[config.mk]
export PLATFORM = sky130hd
export DESIGN_NAME = lpht_queue
export DESIGN_NICKNAME = d
export VERILOG_FILES = /design/src/hw/rtl/lpht_pkg.sv /design/src/hw/rtl/lpht_queue.sv
export SDC_FILE = /design/constraint.sdc
export NUM_CORES = 1
export LEC_CHECK = 0
export BUFFER_PORTS_ARGS = -buffer_cell sky130_fd_sc_hd__buf_4
export CAP_MARGIN = 40
export CORE_MARGIN = 10
export CORE_UTILIZATION = 56
export CTS_CLUSTER_SIZE = 40
export DETAILED_ROUTE_END_ITERATION = 8
export PLACE_DENSITY = 0.84
export SYNTH_ARGS = -nofsm -noshare
export SYNTH_HDL_FRONTEND = slang
export SYNTH_SLANG_ARGS = --single-unit
export TNS_END_PERCENT = 20
[constraint.sdc]
create_clock -name clk -period 6.3 [get_ports clk]
set_input_delay 0.63 -clock clk [delete_from_list [all_inputs] [get_ports clk]]
set_output_delay 0.63 -clock clk [all_outputs]
set_load 0.005 [all_outputs]
[src/hw/rtl/lpht_pkg.sv]
// Types, codes and constants for the linear probing hash table
`timescale 1ns / 1ps
package lpht_pkg;

    localparam int TABLE_DEPTH_DEF = 256;
    localparam int KEY_BITS_DEF    = 48;
    localparam int MAC_BITS        = 48;
    localparam int CFG_W           = 9;
    localparam int CFG_IDX_W       = 1;
    localparam int POS_W           = 8;
    localparam int DIV_STEP        = 4;
    localparam int DIV_CYCLES      = MAC_BITS / DIV_STEP;
    localparam int QUEUE_DEPTH     = 2;

    // Register indexes
    localparam logic [CFG_IDX_W-1:0] REG_HASH_MODULUS = 1'b0;
    localparam logic [CFG_IDX_W-1:0] REG_TABLE_USED   = 1'b1;

    // Commands
    localparam logic [1:0] CMD_INSERT = 2'd0;
    localparam logic [1:0] CMD_DELETE = 2'd1;
    localparam logic [1:0] CMD_SEARCH = 2'd2;
    localparam logic [1:0] CMD_READ   = 2'd3;

    // Result status
    localparam logic [2:0] RES_INSERTED  = 3'd0;
    localparam logic [2:0] RES_FULL      = 3'd1;
    localparam logic [2:0] RES_DELETED   = 3'd2;
    localparam logic [2:0] RES_NOT_FOUND = 3'd3;
    localparam logic [2:0] RES_FOUND     = 3'd4;
    localparam logic [2:0] RES_READ      = 3'd5;

    // Slot state
    localparam logic [1:0] SLOT_EMPTY   = 2'd0;
    localparam logic [1:0] SLOT_USED    = 2'd1;
    localparam logic [1:0] SLOT_DELETED = 2'd2;

    typedef struct packed {
        logic [1:0]          cmd;
        logic [MAC_BITS-1:0] mac_key;
        logic [POS_W-1:0]    slot_index;
    } req_t;

    typedef struct packed {
        logic [2:0]          status;
        logic [POS_W-1:0]    position;
        logic [MAC_BITS-1:0] slot_key;
        logic [1:0]          slot_state;
    } rsp_t;

    // Classified operation handed from front to back
    typedef struct packed {
        logic [1:0]          cmd;
        logic [MAC_BITS-1:0] key;
        logic [POS_W-1:0]    slot_index;
        logic [CFG_W-1:0]    home;
    } op_t;

endpackage

[src/hw/rtl/lpht_queue.sv]
// Short queue of classified operations between front and back
`timescale 1ns / 1ps
module lpht_queue
    import lpht_pkg::*;
(
    input  logic clk,
    input  logic rst_n,
    input  op_t  push_op,
    input  logic push_valid,
    output logic push_ready,
    output op_t  pop_op,
    output logic pop_valid,
    input  logic pop_ready
);

    localparam int PTR_W = $clog2(QUEUE_DEPTH);
    localparam int CNT_W = $clog2(QUEUE_DEPTH + 1);

    op_t              entry_reg [QUEUE_DEPTH];
    logic [PTR_W-1:0] wr_reg, wr_next;
    logic [PTR_W-1:0] rd_reg, rd_next;
    logic [CNT_W-1:0] cnt_reg, cnt_next;
    logic             do_push, do_pop;

    assign push_ready = (cnt_reg != CNT_W'(QUEUE_DEPTH));
    assign pop_valid  = (cnt_reg != '0);
    assign pop_op     = entry_reg[rd_reg];
    assign do_push    = push_valid && push_ready;
    assign do_pop     = pop_valid && pop_ready;

    // Pointer and fill update
    always_comb
    begin
        wr_next  = wr_reg;
        rd_next  = rd_reg;
        cnt_next = cnt_reg;
        if (do_push)
            wr_next = (wr_reg == PTR_W'(QUEUE_DEPTH - 1)) ? '0 : PTR_W'(wr_reg + 1'b1);
        if (do_pop)
            rd_next = (rd_reg == PTR_W'(QUEUE_DEPTH - 1)) ? '0 : PTR_W'(rd_reg + 1'b1);
        if (do_push && !do_pop)
            cnt_next = CNT_W'(cnt_reg + 1'b1);
        else if (do_pop && !do_push)
            cnt_next = CNT_W'(cnt_reg - 1'b1);
    end

    always_ff @(posedge clk or negedge rst_n)
    begin
        if (!rst_n)
        begin
            wr_reg  <= '0;
            rd_reg  <= '0;
            cnt_reg <= '0;
        end
        else
        begin
            wr_reg  <= wr_next;
            rd_reg  <= rd_next;
            cnt_reg <= cnt_next;
        end
    end

    always_ff @(posedge clk)
    begin
        if (do_push)
            entry_reg[wr_reg] <= push_op;
    end

endmodule

==> reports/summary.txt <==
H-tree level count -> 4
Global Route Usage Sum -> 15.1%
Leakage power summed over all cells -> 2.64 nW
Post-synth design cell area -> 5120 µm²
Total internal power -> 2.36 mW
Top Layer Used -> met4
Setup TNS -> 0 ps
Height of the die -> 116 µm
Type of origin of the critical path -> flip-flop
Total nets after synthesis -> 299
Slowest CP cell -> sky130_fd_sc_hd__dfrtp_4
Count of mapped cells out of synthesis -> 227
DP Area -> 6270 µm²
Final Max Tran Viols -> 0
Maximum achievable frequency -> 0.366 GHz
Effective utilization at floorplan -> 58.1%
Max Cap Viol -> 0
Slowest Stage Delay on Critical Path -> 750 ps
Flops & latches, synth -> 138
Average footprint of a synthesized cell -> 22.6 µm²
I/O pin count -> 140
Area Growth Syn to Fin -> 33.8%
Count of cell types in the netlist -> 16
Clk_lat worst skew -> 500 ps
RePlAce Congestion -> 0.699
Ant diodes -> 0
Post-detailed-placement half-perimeter wirelength -> 7020 µm
Detailed-routing wirelength on met1 -> 3840 µm
Buffers on Ports -> 139
Share of total power in sequential cells -> 42.5%
Classification of the worst-slack hold path -> in -> reg
Peak supply drop -> 0.409 mV
Width of the die -> 116 µm
Area of the die -> 13400 µm²
R2R Path End -> entry_reg[0][55]
Post-route cell area -> 6850 µm²
Top cells by area, synth -> sky130_fd_sc_hd__edfxtp_1 79%, sky130_fd_sc_hd__mux2_2 10%, sky130_fd_sc_hd__mux2_4 5.9%
Required @ worst endpoint -> 5670 ps
Core region area -> 8810 µm²
Global-route congestion overflow total -> 0
Seq/Total Area, Yosys -> 80.5%
Final hold violation count -> 0
R2r setup slk -> 3920 ps
Setup repair after global routing missed its margin -> false
CTS clock-pin slew for the worst setup and hold paths -> 60 ps
Initial DRC Count -> 120
Number of cells on the worst hold path -> 1
Buffer type at the clock tree root -> sky130_fd_sc_hd__clkbuf_8
Outcome -> complete, no violations
Count of nets left with antenna violations after detail routing -> 0
Synth top area share -> 78.6%
Fraction of power spent switching nets -> 26.4%
Maximum net fanout on the critical path -> 38
Startpoint of the worst register-to-register path -> cnt_reg[0]
TritonCTS clock tree -> yes
Critical Path, Cell by Cell -> buf_12 > mux2_2 > buf_4
Hold Crit Start -> push_op[44]
Total wire length -> 10100 µm
Pin count of the biggest net entering global routing -> 44
Dpl ws -> 3810 ps
Fin nets -> 453
PwrDens -> 468 nW/µm²
Setup violations, final -> 0
DR WL met2 -> 5130 µm
Number of antenna violations at the first check in global routing -> 0
Max reg flops -> 134
Critical Path End Type -> primary output
Logic depth of the worst register-to-register path -> 4
Setup slack of the critical path after layout -> 3570 ps
Share of the clock period used by the worst path -> 43.3%
Number of design rule violations left after detail routing -> 0
Routed vias/inst -> 5.18
Comb power frac -> 28.5%
Placement Rows -> 34
Clock Skew -> 11.6 ps
Total instance count after detailed placement -> 469
Shortest period the worst path allows -> 2730 ps
Crit path arrival time -> 2100 ps
Total number of vias -> 2601
Detailed-route wire length per cell -> 20.1 µm
Met3 WL post-DR -> 1050 µm
Clock buffers created by TritonCTS -> 17
Longest Clk Path Bufs -> 2
Sinks on the clock net -> 138
Share of post-route cells with drive strength above 1 -> 61.9%
Net switching power figure -> 846 µW
Filler-free cell count of the finished design -> 502
WS Path Type -> reg -> out
Drt first pass iters -> 4
Headroom to the max-slew limit -> 46.0%
Endpoint of the worst hold-timing path -> entry_reg[0][44]
Clock share of power -> 29.0%
Worst-Margin Slew -> 811 ps
Via count of the first global-routing pass -> 2919
Largest area contributor in the netlist -> sky130_fd_sc_hd__edfxtp_1
First-pass GRT wire length -> 15100 µm
Number of warning messages in the yosys log -> 0
Number of buffers inserted by post-CTS setup repair -> 0
power by group through the flow:
stage	Combinational [mW]	Sequential (mW)	Clock, mW
detailed placement	0.929	1.38	0
CTS	0.935	1.37	0.945
global placement	0.861	1.41	0
floorplan	0.543	1.33	0
global route	0.982	1.38	0.989
finish	0.913	1.36	0.930
worst max-delay path by stage:
| stage | startpoint | end | slack, ps |
|---|---|---|---|
| after CTS | rd_reg | pop_op[13] | 3530 |
| after global routing | rd_reg | pop_op[8] | 3450 |
| after global placement | push_valid | entry_reg[0][15] | 3860 |
| after detailed placement | push_valid | entry_reg[0][44] | 3810 |
| final | rd_reg | pop_op[13] | 3570 |
| after floorplan | push_valid | entry_reg[0][0] | 2290 |
cells by family (layout without fill, tap and decap cells):
group                    after synthesis  after routing  synth area share, %
flip-flops                           138            138                 80.5
buffers and inverters                  9            176                 1.49
AND/OR/NAND/NOR                        7              7                0.660
XOR/XNOR                               5              5                0.855
multiplexers                          67             67                 16.2
adder cells (fa/ha/maj)                1              1                0.244
Yosys cell counts, drive strengths merged:
| cell type | count |
|---|---|
| dfrtp | 4 |
| inv | 1 |
| xor2 | 2 |
| ha | 1 |
| mux2 | 67 |
| nor2 | 2 |
| xnor2 | 3 |
| nand2 | 2 |
| nand2b | 1 |
| and3 | 1 |
| buf | 8 |
| or2 | 1 |
| edfxtp | 134 |
per-layer routing:
metal  vias to the layer above  track usage, %
met1                      1273            16.0
met2                       116            25.2
met3                         8            8.68
met5                         -               0
li1                       1204               -
met4                         0            4.09
area by class of cell:
type / instances / area, µm²
Clock buffer: 18 / 418
Timing Repair Buffer: 143 / 1090
Inverter: 1 / 3.75
Fill cell: 466 / 1960
Tap cell: 108 / 135
Sequential cell: 138 / 4130
Multi-Input combinational cell: 80 / 928
Clock inverter: 14 / 148
critical path, delay by kind of cell (launching register included):
family | cells | cell delay, ps
buffers and inverters | 2 | 440
DFF | 1 | 750
muxes | 1 | 390
timing repair:
| item | CTS | global route |
|---|---|---|
| hold endpoints to repair | 4 | 0 |
| resized for setup | 0 | 0 |
| hold buffers | 1 | 0 |
through the flow:
stage          utilization, %  total power, mW  hold WS, ps
2_1_floorplan               -             1.87          334
3_3_place_gp             71.0             2.27          430
3_5_place_dp             71.2             2.31          432
4_1_cts                  77.8             3.25          292
5_1_grt                  77.8             3.36          276
6_report                 77.8             3.20          313
layout by cell type, fill, tap and decap left out:
| master | count |
|---|---|
| sky130_fd_sc_hd__and3_2 | 1 |
| sky130_fd_sc_hd__buf_12 | 1 |
| sky130_fd_sc_hd__buf_4 | 141 |
| sky130_fd_sc_hd__bufinv_16 | 2 |
| sky130_fd_sc_hd__clkbuf_1 | 1 |
| sky130_fd_sc_hd__clkbuf_16 | 16 |
| sky130_fd_sc_hd__clkbuf_8 | 1 |
| sky130_fd_sc_hd__clkinv_2 | 3 |
| sky130_fd_sc_hd__clkinv_4 | 2 |
| sky130_fd_sc_hd__clkinvlp_4 | 5 |
| sky130_fd_sc_hd__dfrtp_1 | 3 |
| sky130_fd_sc_hd__dfrtp_4 | 1 |
| sky130_fd_sc_hd__dlygate4sd3_1 | 1 |
| sky130_fd_sc_hd__edfxtp_1 | 134 |
| sky130_fd_sc_hd__ha_1 | 1 |
| sky130_fd_sc_hd__inv_1 | 1 |
| sky130_fd_sc_hd__inv_6 | 2 |
| sky130_fd_sc_hd__mux2_2 | 47 |
| sky130_fd_sc_hd__mux2_4 | 20 |
| sky130_fd_sc_hd__nand2_1 | 2 |
| sky130_fd_sc_hd__nand2b_1 | 1 |
| sky130_fd_sc_hd__nor2_1 | 1 |
| sky130_fd_sc_hd__nor2_4 | 1 |
| sky130_fd_sc_hd__or2_2 | 1 |
| sky130_fd_sc_hd__xnor2_1 | 3 |
| sky130_fd_sc_hd__xor2_1 | 2 |
Power figures use the tool's default switching activity.
